### src/rtl/adv_data_name_extractor_assert.svh
`ifndef ADV_DATA_NAME_EXTRACTOR_ASSERT_SVH
`define ADV_DATA_NAME_EXTRACTOR_ASSERT_SVH

// same-cycle implication, checked out of reset
`define ADNE_ASSERT_NOW(label, clk, rst_n, ante, cons) \
    label: assert property (@(posedge clk) disable iff (!rst_n) (ante) |-> (cons)) \
        else $error("adne assertion failed");

// next-cycle implication, checked out of reset
`define ADNE_ASSERT_NEXT(label, clk, rst_n, ante, cons) \
    label: assert property (@(posedge clk) disable iff (!rst_n) (ante) |=> (cons)) \
        else $error("adne assertion failed");

`endif

### src/rtl/adne_pkg.sv
package adne_pkg;

    localparam logic [7:0] NAME_TYPE_SHORT    = 8'h08;
    localparam logic [7:0] NAME_TYPE_COMPLETE = 8'h09;
    localparam logic [7:0] CAPACITY_RESET     = 8'd29;

    localparam logic REG_NAME_CAPACITY = 1'b0;

    typedef enum logic [2:0] {
        PH_LEN  = 3'd0,
        PH_TYPE = 3'd1,
        PH_SKIP = 3'd2,
        PH_NAME = 3'd3,
        PH_DONE = 3'd4
    } t_phase;

    typedef enum logic [2:0] {
        ST_BYTE    = 3'd0,
        ST_EMPTY   = 3'd1,
        ST_NONAME  = 3'd2,
        ST_OVERRUN = 3'd3,
        ST_TOOLONG = 3'd4
    } t_status;

endpackage

### src/rtl/adv_data_name_extractor.sv
// Local name extractor for advertising / extended inquiry data records.
// Input channel: one record byte per word (i_data_byte, i_record_start on the
// first byte of a record, i_record_length on every byte), taken when
// i_in_valid is high and o_in_stall is low.
// Output channel: zero or one result word per input word (o_name_byte,
// o_name_last, o_status), taken when o_out_valid is high and i_out_stall low.
// Status 0 carries a name byte, the last one flagged by o_name_last; status
// 1 to 4 report empty name, no name field, field overrun and name too long.
// After the first final result, bytes are dropped until the next record start.
// A byte taken into the input register is parsed combinationally; its result is
// loaded into the result register when the byte advances. Throughput: one byte per
// cycle unless the receiver stalls, set by the parse between the two registers.
// When the receiver stalls, the result register holds and the input register
// still takes one more byte; o_in_stall rises only once both are full.
// Reset (synchronous, active low) empties both registers, restarts the parse
// and sets name_capacity to 29. name_capacity is written over APB at address 0.
module adv_data_name_extractor
    import adne_pkg::*;
(
    input  logic        i_clk,
    input  logic        i_rst_n,
    input  logic        i_in_valid,
    output logic        o_in_stall,
    input  logic [7:0]  i_data_byte,
    input  logic        i_record_start,
    input  logic [7:0]  i_record_length,
    output logic        o_out_valid,
    input  logic        i_out_stall,
    output logic [7:0]  o_name_byte,
    output logic        o_name_last,
    output logic [2:0]  o_status,
    input  logic        psel,
    input  logic        penable,
    input  logic        pwrite,
    input  logic [2:0]  paddr,
    input  logic [31:0] pwdata,
    output logic [31:0] prdata,
    output logic        pready
);

`include "adv_data_name_extractor_assert.svh"

    logic       r_in_valid;
    logic       n_in_valid;
    logic [7:0] r_in_byte;
    logic       r_in_start;
    logic [7:0] r_in_len;

    logic       r_out_valid;
    logic       n_out_valid;
    logic [7:0] r_out_byte;
    logic       r_out_last;
    t_status    r_out_status;

    t_phase     r_phase;
    t_phase     n_phase;
    logic [7:0] r_offset;
    logic [7:0] n_offset;
    logic [7:0] r_remain;
    logic [7:0] n_remain;
    logic [7:0] r_capacity;

    logic       in_accept;
    logic       advance;
    t_phase     eff_phase;
    logic [7:0] eff_offset;
    logic [7:0] eff_remain;
    logic [7:0] offset_inc;
    logic [7:0] remain_dec;
    logic       res_valid;
    logic [7:0] res_byte;
    logic       res_last;
    t_status    res_status;
    logic       cfg_write;

    assign advance    = r_in_valid && (!r_out_valid || !i_out_stall);
    assign o_in_stall = r_in_valid && !advance;
    assign in_accept  = i_in_valid && !o_in_stall;
    assign cfg_write  = psel && penable && pwrite && pready;

    assign pready = 1'b1;
    assign prdata = (paddr[2] == REG_NAME_CAPACITY) ? {24'd0, r_capacity} : 32'd0;

    assign o_out_valid = r_out_valid;
    assign o_name_byte = r_out_byte;
    assign o_name_last = r_out_last;
    assign o_status    = r_out_status;

    always_comb begin
        eff_phase  = r_in_start ? PH_LEN : r_phase;
        eff_offset = r_in_start ? 8'd0 : r_offset;
        eff_remain = r_in_start ? 8'd0 : r_remain;
        offset_inc = (eff_offset == 8'hFF) ? 8'hFF : eff_offset + 8'd1;
        remain_dec = (eff_remain != 8'd0) ? eff_remain - 8'd1 : 8'd0;

        n_phase    = eff_phase;
        n_offset   = eff_offset;
        n_remain   = eff_remain;
        res_valid  = 1'b0;
        res_byte   = 8'd0;
        res_last   = 1'b0;
        res_status = ST_BYTE;

        case (eff_phase)
            PH_LEN: begin
                if (eff_offset >= r_in_len || r_in_byte == 8'd0) begin
                    n_phase    = PH_DONE;
                    res_valid  = 1'b1;
                    res_status = ST_NONAME;
                end else if ({2'b00, eff_offset} + 10'd1 + {2'b00, r_in_byte}
                             > {2'b00, r_in_len}) begin
                    n_phase    = PH_DONE;
                    res_valid  = 1'b1;
                    res_status = ST_OVERRUN;
                end else begin
                    n_offset = offset_inc;
                    n_remain = r_in_byte - 8'd1;
                    n_phase  = PH_TYPE;
                end
            end
            PH_TYPE: begin
                n_offset = offset_inc;
                if (r_in_byte == NAME_TYPE_SHORT || r_in_byte == NAME_TYPE_COMPLETE) begin
                    n_phase = PH_DONE;
                    if (eff_remain == 8'd0) begin
                        res_valid  = 1'b1;
                        res_status = ST_EMPTY;
                    end else if (eff_remain > r_capacity) begin
                        res_valid  = 1'b1;
                        res_status = ST_TOOLONG;
                    end else begin
                        n_phase = PH_NAME;
                    end
                end else if (eff_remain == 8'd0) begin
                    if (offset_inc >= r_in_len) begin
                        n_phase    = PH_DONE;
                        res_valid  = 1'b1;
                        res_status = ST_NONAME;
                    end else begin
                        n_phase = PH_LEN;
                    end
                end else begin
                    n_phase = PH_SKIP;
                end
            end
            PH_SKIP: begin
                n_offset = offset_inc;
                n_remain = remain_dec;
                if (remain_dec == 8'd0) begin
                    if (offset_inc >= r_in_len) begin
                        n_phase    = PH_DONE;
                        res_valid  = 1'b1;
                        res_status = ST_NONAME;
                    end else begin
                        n_phase = PH_LEN;
                    end
                end
            end
            PH_NAME: begin
                n_offset  = offset_inc;
                n_remain  = remain_dec;
                res_valid = 1'b1;
                res_byte  = r_in_byte;
                if (remain_dec == 8'd0) begin
                    n_phase  = PH_DONE;
                    res_last = 1'b1;
                end
            end
            default: begin
                n_phase = eff_phase;
            end
        endcase
    end

    always_comb begin
        if (in_accept) begin
            n_in_valid = 1'b1;
        end else if (advance) begin
            n_in_valid = 1'b0;
        end else begin
            n_in_valid = r_in_valid;
        end

        if (advance) begin
            n_out_valid = res_valid;
        end else if (!i_out_stall) begin
            n_out_valid = 1'b0;
        end else begin
            n_out_valid = r_out_valid;
        end
    end

    always_ff @(posedge i_clk) begin
        if (!i_rst_n) begin
            r_in_valid  <= 1'b0;
            r_out_valid <= 1'b0;
            r_phase     <= PH_LEN;
            r_offset    <= 8'd0;
            r_remain    <= 8'd0;
            r_capacity  <= CAPACITY_RESET;
        end else begin
            r_in_valid  <= n_in_valid;
            r_out_valid <= n_out_valid;
            if (advance) begin
                r_phase  <= n_phase;
                r_offset <= n_offset;
                r_remain <= n_remain;
            end
            if (cfg_write && paddr[2] == REG_NAME_CAPACITY) begin
                r_capacity <= pwdata[7:0];
            end
        end
    end

    always_ff @(posedge i_clk) begin
        if (in_accept) begin
            r_in_byte  <= i_data_byte;
            r_in_start <= i_record_start;
            r_in_len   <= i_record_length;
        end
        if (advance && res_valid) begin
            r_out_byte   <= res_byte;
            r_out_last   <= res_last;
            r_out_status <= res_status;
        end
    end

    `ADNE_ASSERT_NEXT(a_last_ends_parse, i_clk, i_rst_n,
        advance && res_valid && res_last, r_phase == PH_DONE)
    `ADNE_ASSERT_NOW(a_name_has_bytes, i_clk, i_rst_n,
        r_phase == PH_NAME, r_remain != 8'd0)
    `ADNE_ASSERT_NOW(a_skip_has_bytes, i_clk, i_rst_n,
        r_phase == PH_SKIP, r_remain != 8'd0)
    `ADNE_ASSERT_NOW(a_stall_needs_word, i_clk, i_rst_n,
        o_in_stall, r_in_valid && r_out_valid && i_out_stall)
    `ADNE_ASSERT_NOW(a_last_only_on_byte, i_clk, i_rst_n,
        r_out_valid && r_out_last, r_out_status == ST_BYTE)

endmodule

### config.mk
export PLATFORM = sky130hd
export DESIGN_NAME = adv_data_name_extractor
export DESIGN_NICKNAME = d
export VERILOG_FILES = /design/src/rtl/adne_pkg.sv /design/src/rtl/adv_data_name_extractor.sv
export VERILOG_INCLUDE_DIRS = /design/src /design/src/rtl
export SDC_FILE = /design/constraint.sdc
export NUM_CORES = 1
export LEC_CHECK = 0
export ABC_AREA = 1
export BUFFER_PORTS_ARGS = -buffer_cell sky130_fd_sc_hd__buf_2
export CAP_MARGIN = 20
export CORE_UTILIZATION = 55
export DETAILED_ROUTE_END_ITERATION = 8
export GPL_TIMING_DRIVEN = 0
export PLACE_DENSITY_LB_ADDON = 0.05
export SYNTH_ARGS = -nofsm -noshare
export SYNTH_HDL_FRONTEND = slang
export SYNTH_SLANG_ARGS = --single-unit
### constraint.sdc
create_clock -name i_clk -period 4.3 [get_ports i_clk]
set_input_delay 0 -clock i_clk [delete_from_list [all_inputs] [get_ports i_clk]]
set_output_delay 0 -clock i_clk [all_outputs]
set_load 0.02 [all_outputs]
# Word level (Yosys, flattened, before mapping)
# Index checks and enable logic that the tools add are counted.
[totals] register_bits=58 input_bits=59 out_inout_bits=47 elab_cells=96
[op_classes] n_addsub=5 n_lt_le_gt_ge=4 eq_ne=7 mux=45 bitwise_logic=1 reduce_logical=22
[op_table] op="$mux W8" n=9
[op_table] op="$mux W3" n=13
[op_table] op="$pmux W8 S2" n=2
[op_table] op="$logic_not A8 Y1" n=3
[op_table] op="$eq A8 B4 Y1 const B" n=2
[op_table] op="$ge A8 B8 Y1" n=2
[op_table] op="$sub A8 B1 Y8 const B" n=2
[op_table] op="$mux W1" n=13
[op_table] op="$pmux W3 S4" n=1
[op_table] op="$add A9 B8 Y10" n=1
[op_table] op="$gt A10 B8 Y1" n=1
[op_table] op="$mux W2" n=5
[op_table] op="$add A8 B1 Y9 const B" n=1
[op_table] op="$pmux W3 S3" n=1
[op_table] op="$add A8 B1 Y8 const B" n=1
[op_table] op="$eq A8 B8 Y1 const B" n=1
[op_table] op="$gt A8 B8 Y1" n=1
[op_table] op="$reduce_bool A8 Y1" n=1
[op_table] op="$logic_and A1 B1 Y1" n=7
[op_table] op="$eq A3 B2 Y1 const B" n=2
[op_table] op="$logic_not A1 Y1" n=4
[op_table] op="$pmux W1 S4" n=1
[op_table] op="$eq A3 B1 Y1 const B" n=1
[op_table] op="$logic_not A3 Y1" n=1
[op_table] op="other kinds (6)" n=8

# Depth between registers and ports, before layout
# Gate-level depths: netlist of run 1.
[depth] word_depth=9 mapped_depth=29 depth_no_buf=28

# Worst setup path before layout of run 1
# OpenSTA, ideal clock, no wires.
[synth_path] kind="register to register" start="register r_in_start" end="register r_out_byte[0], in the netlist o_name_byte[0] (enable)" setup_ns=0.344 arrival_ns=3.162 t_required_ns=3.956 setup_slack_ns=0.794 path_stages_with_launch=26 synth_period_minus_slack_ns=3.506 path_cell_list="edfxtp_1 buf_6 inv_4 buf_12 nand2_4 inv_1 ha_1 a21o_1 o21ai_1 nor2_1 o21ai_1 nand2_1 nand2_1 nand2_1 a21oi_1 xnor2_1 ha_1 nand2_1 inv_1 nand4_1 nand2_1 nand2_2 o21bai_4 nand4_1 nand2_1 inv_1"
[synth_between] elab_chain_len=9
[synth_lines] item="start: declaration" line="adv_data_name_extractor.sv:46" source="logic r_in_start;"
[synth_lines] item="start signal: assignment" line="adv_data_name_extractor.sv:218" source="r_in_start <= i_record_start;"
[synth_lines] item="branches (longest 7 deep; another with $add A9 B8 Y10)"
[synth_lines] item="$pmux W1 S4 (*)" line="adv_data_name_extractor.sv:104" source="case (eff_phase)"
[synth_lines] item="$logic_and A1 B1 Y1 (*)" line="adv_data_name_extractor.sv:221" source="if (advance && res_valid) begin"
[synth_lines] item="end signal: assignment" line="adv_data_name_extractor.sv:222" source="r_out_byte <= res_byte;"
[synth_lines] item="end: declaration" line="adv_data_name_extractor.sv:51" source="logic [7:0] r_out_byte;"
# Every way passes the cells marked *.
# A chain may end at the register's enable or synchronous reset.

# Worst setup path after layout of run 1
[layout_path] start="register r_in_start" end="register r_out_byte[6], in the netlist o_name_byte[6] (enable)"
# Same word-level chain as after synthesis.

==> flow_summary.toml, run 1 <==
[final_layout]
synthToLayoutAreaGrowth_pct = 22.2
diodes = 0
final_util = 0.705
drive_gt1_frac = 0.191
layout.nets = 830

[synth]
synthArstFlopShare = 0
synth.avg_cell_area_sq_um = 7.41
ys_warn_count = 0
yosysUniqueCellTypes = 46
ys_seq_area_frac = 0.320
synthCells = 611
synth_flop_cell = "edfxtp_1"
ys_top_cells_by_area = "edfxtp_1, dfxtp_1, ha_1"
synth.largest_area_cell = "edfxtp_1"
synth-seq-cells = 58
yosys.cell_count.top_type = "nand2_1"
synth-edff-count = 29
syn_area_sq_mm = 0.00453
synth_top_area_frac = 0.192
synth_commonest_cells = "nand2_1, inv_1, nor2_1"

[clock_tree]
clk_latency_ns = 0.35
cts_buffers = 9
cts_sinks = 58
ctsRootBufferMaster = "clkbuf_8"
clk_pin_slew_ns = 0.07
tritoncts = "built"
cts_max_path_buffers = 2
h-tree-depth = 3

[detailed_routing]
routed_via_density = 5.04
routedWlPerCell_microns = 13.2
ant_nets = 0
drtIter0Drc = 204
drtPass1Iterations = 5
drc = 0
num_vias = 4217
drt-total-wl_microns = 11100

[floorplanning]
rows = 32
die_area_sq_mm = 0.00860
core_region_area_sq_mm = 0.00785
start_util = 0.577
die_w_microns = 92.7
io_pins = 106
die_h_microns = 92.7

[global_route]
overflow = 0
grt_max_degree = 18
grt_first_pass_wirelength_microns = 17800
grt_pass1_vias = 3938
grt_usage = 0.267
antenna_found_initial = 0

[timing]
worst_pin_slew_ns = 0.691
clock_skew_ns = 0.00680
max_freq_ghz = 0.249
setup_viol = 0
layout_min_cycle_time_ns = 4.02
timing.slew.headroom = 0.539
finalWorstSetupSlack_ns = 0.284
hold_violations = 0
min_period_over_period = 0.934
drv_slew = 0
finalSetupTns_ns = 0
rsz0062_at_grt = "false"

[setup_path]
crit_path_frequent_cell = "nand2_1"
rr_worst_depth = 27
critPathRequiredTime_ns = 4.42
end_kind = "flop"
reg2reg_slack_ns = 0.28
cp-startpoint = "r_in_start"
critPathArrivalTime_ns = 4.13
worstSetupStartpointType = "flop"
slowest_stage = "edfxtp_1"
cp_max_fo = 11
worstSetupPathType = "flop to flop"
slowest_delay_ns = 0.38
crit_end = "o_name_byte[6]"
reg2reg_to = "o_name_byte[6]"
worstReg2RegStart = "r_in_start"

[placement]
portBuffers = 53
place_hpwl_microns = 8410
place.gp.congestion = 0.869
post-place-ws_ns = 0.187

[power_and_ir_drop]
power.density_mw_per_mm2 = 297
ir_drop_mv = 0.227
finalPower_mw = 1.65
p_leak_nw = 2.92

[run]
cap_violations = 0

[hold_path]
hp-start = "psel"
hp-class = "input port to flop"

[run_status]
status = "finished clean"
==> power breakdown <==
group / internal (mW) / switching [mW]
Clock: 0.275 / 0.231
Combinational: 0.187 / 0.311
Sequential: 0.617 / 0.0234
Total: 1.08 / 0.566
==> state kept, by name (all words and copies together), names as in the netlist <==
register and cells:
r_offset 8, r_remain 8, r_in_valid 1, r_in_len 8, o_name_byte 8, o_status 3, r_in_byte 8, o_name_last 1
r_capacity 8, r_in_start 1, o_out_valid 1, r_phase 3
==> through the flow <==
stage | area [sq um] | hold WS, ns | cells
6_report | 5530 | 0.295 | 836
3_3_place_gp | 5010 | 0.176 | 789
2_1_floorplan | 4620 | 0.0989 | 634
4_1_cts | 5490 | 0.303 | 833
3_5_place_dp | 5010 | 0.178 | 789
5_1_grt | 5530 | 0.353 | 836
==> critical path: cells and delay by family, from the launching register on <==
family,cells,cell delay [ns]
flops,1,0.38
simple gates,12,0.96
xor+xnor,1,0.16
fa+ha+maj,2,0.52
compound gates,5,0.87
buf+inv,7,0.88
==> cells in the final DEF (no fill, tap or decap), types with 6 or more instances in the layout <==
master         count
o211ai_1           7
clkbuf_1           8
dlygate4sd3_1     28
buf_4             27
edfxtp_1          29
dfxtp_1           29
a31oi_1           15
nand2_4           10
a21oi_1           31
nor2_1            56
nand2_1          121
clkbuf_8          11
nand2_2            9
nand3_1           28
inv_1             98
nand4_1            6
buf_2             54
o21ai_0           36
conb_1            25
xor2_1             9
ha_1              41
==> area by class of cell <==
type                            instances  area, sq um
Clock inverter                          3         18.8
Fill cell                             658         2310
Timing Repair Buffer                   84          581
Buffer                                 35          250
Inverter                              105          402
Clock buffer                           13          180
Sequential cell                        58         1450
Tap cell                              102          128
Multi-Input combinational cell        436         2520
==> layer usage <==
| metal | GRT usage | vias to the layer above | wire [microns] |
|---|---|---|---|
| li1 | - | 2179 | - |
| met1 | 0.315 | 1848 | 4640 |
| met2 | 0.474 | 164 | 5440 |
| met3 | 0.0369 | 26 | 649 |
| met4 | 0.129 | 0 | 346 |
| met5 | 0 | - | 0 |
==> worst min path at each step <==
stage,to,slack (ns),cells past startpoint
6_report,r_capacity[4],0.29,5
5_1_grt,r_capacity[4],0.35,4
4_1_cts,r_capacity[4],0.30,5
3_5_place_dp,r_in_byte[5],0.18,1
3_3_place_gp,r_in_len[6],0.18,1
2_1_floorplan,r_in_byte[0],0.1,0
==> timing repair <==
item                                    CTS  global route
setup buffers                             0             3
hold buffers                             28             0
endpoints found under the hold margin    32             0
endpoints found under the setup margin    0            12
gates resized for setup                   0             3
==> cells by family after synthesis <==
| logic type | after synthesis | synth area share |
|---|---|---|
| AO/OA/AOI/OAI | 109 | 0.140 |
| other | 2 | 0.00166 |
| flip-flops | 58 | 0.320 |
| buffers and inverters | 140 | 0.143 |
| XOR/XNOR | 13 | 0.0251 |
| AND/OR/NAND/NOR | 247 | 0.252 |
| adder cells (fa/ha/maj) | 42 | 0.118 |
No activity file was read; power rests on OpenSTA's default activity.
==> run 2, diff against run 1 <==
- clock period: 4.3 -> 4.2 ns (I/O delays scaled with it)
==> run 2 against run 1 <==
Global-route usage is the same. Setup slack lost 0.023 ns. Clock-buffer cell count unchanged. Maximum frequency rose by 2.0%. Non-clock buffer count did not move. Sequential power is 2% higher. Via count barely moved. Critical endpoint is now o_name_byte[4]. Largest power group unchanged. Highest routed layer unchanged.
==> flow_summary.toml, run 2 (synthesis gave the netlist of run 1 again) <==
[power_and_ir_drop]
power.density_mw_per_mm2 = 304
power_frac_seq = 0.389
p_leak_nw = 2.91
ir_drop_mv = 0.233
p_clk_frac = 0.307
p_comb_frac = 0.303
internal-power_mw = 1.11
finalPower_mw = 1.68
netSwitchingFraction = 0.343
netSwitchingPower_mw = 0.578

[detailed_routing]
drtIter0Drc = 224
drc = 0
routed_via_density = 5.05
num_vias = 4220
ant_nets = 0
drt-total-wl_microns = 11000
drtPass1Iterations = 5
routedWlPerCell_microns = 13.2

[setup_path]
critPathArrivalTime_ns = 4.05
end_kind = "flop"
slowest_delay_ns = 0.38
crit_path_frequent_cell = "nand2_1"
reg2reg_to = "o_name_byte[4]"
critPathRequiredTime_ns = 4.31
reg2reg_slack_ns = 0.26
cp-startpoint = "r_in_start"
slowest_stage = "edfxtp_1"
rr_worst_depth = 27
worstSetupStartpointType = "flop"
cp_max_fo = 11
worstSetupPathType = "flop to flop"
worstReg2RegStart = "r_in_start"

[run]
cap_violations = 0

[timing]
min_period_over_period = 0.938
hold_ws_ns = 0.300
setup_viol = 0
finalSetupTns_ns = 0
hold_violations = 0
layout_min_cycle_time_ns = 3.94
timing.slew.headroom = 0.538
drv_slew = 0
max_freq_ghz = 0.254
worst_pin_slew_ns = 0.692
clock_skew_ns = 0.00734

[clock_tree]
h-tree-depth = 3
cts_buffers = 9
ctsRootBufferMaster = "clkbuf_8"
cts_sinks = 58
cts_max_path_buffers = 2
clk_pin_slew_ns = 0.07
tritoncts = "built"
clk_latency_ns = 0.35

[floorplanning]
die_area_sq_mm = 0.00860
core_region_area_sq_mm = 0.00785
die_w_microns = 92.7
die_h_microns = 92.7
io_pins = 106
rows = 32
start_util = 0.577

[run_status]
status = "finished clean"

[placement]
portBuffers = 53
dpl_cell_area_sq_mm = 0.00501
place.gp.congestion = 0.869
place_hpwl_microns = 8410

[final_layout]
layout.nets = 830
diodes = 0
drive_gt1_frac = 0.193
final_cell_mix = "nand2_1, inv_1, nor2_1, buf_2, ha_1"
final_util = 0.706
synthToLayoutAreaGrowth_pct = 22.2
layout_commonest_cell = "nand2_1"
design_area_sq_mm = 0.00554

[hold_path]
whs_path_depth = 5
hp-class = "input port to flop"
worstHoldEndpoint = "r_capacity[4]"
hp-start = "psel"

[global_route]
overflow = 0
grt_max_degree = 18
antenna_found_initial = 0
grt_pass1_vias = 3938
grt_first_pass_wirelength_microns = 17800
grt_usage = 0.267
==> run 2: worst max-delay path: cells and delay by family (launching register included) <==
family / cells / cell delay (ns)
AND/OR/NAND/NOR: 12 / 0.99
AO/OA/AOI/OAI: 5 / 0.84
buffers and inverters: 7 / 0.83
adder cells (fa/ha/maj): 2 / 0.50
flip-flops: 1 / 0.38
XOR/XNOR: 1 / 0.15
==> run 2: layout make-up <==
cell class / instances / area [sq um]
buffer: 35 / 250
clock buffer: 13 / 180
clock inverter: 3 / 18.8
fill: 658 / 2310
inverter: 105 / 402
multi-input combinational: 436 / 2530
sequential: 58 / 1450
tap: 102 / 128
timing repair buffer: 84 / 581
==> run 2: layer usage <==
metal	GRT usage	wire length, microns	vias to the layer above
met1	0.315	4670	1870
met3	0.0369	536	27
met2	0.474	5470	138
met4	0.129	338	0
li1	-	-	2185
met5	0	0	-
==> run 2: repair_timing <==
item,4_1_cts,5_1_grt
hold endpoints to repair,32,0
setup buffers,0,3
gates resized for setup,0,5
endpoints found under the setup margin,0,13
hold buffers,28,0
==> run 2: through the flow <==
stage               setup WS (ns)  cells
finish                      0.261    836
global route             -0.00187    836
CTS                        0.0379    833
floorplan                   0.694    634
global placement            0.153    789
detailed placement         0.0875    789
==> run 2: how the worst max path moves through the flow <==
| stage | to | cells after the start |
|---|---|---|
| after floorplan | o_name_byte[0] | 25 |
| after global placement | o_name_byte[6] | 25 |
| after detailed placement | o_name_byte[6] | 25 |
| after CTS | o_name_byte[7] | 25 |
| after global routing | o_name_byte[6] | 27 |
| final | o_name_byte[4] | 27 |
==> run 2: power groups by stage <==
stage | clock network (mW) | logic, mW | registers [mW]
finish | 0.517 | 0.510 | 0.655
global route | 0.541 | 0.575 | 0.659
CTS | 0.522 | 0.492 | 0.655
detailed placement | 0 | 0.468 | 0.668
global placement | 0 | 0.460 | 0.666
floorplan | 0 | 0.354 | 0.668
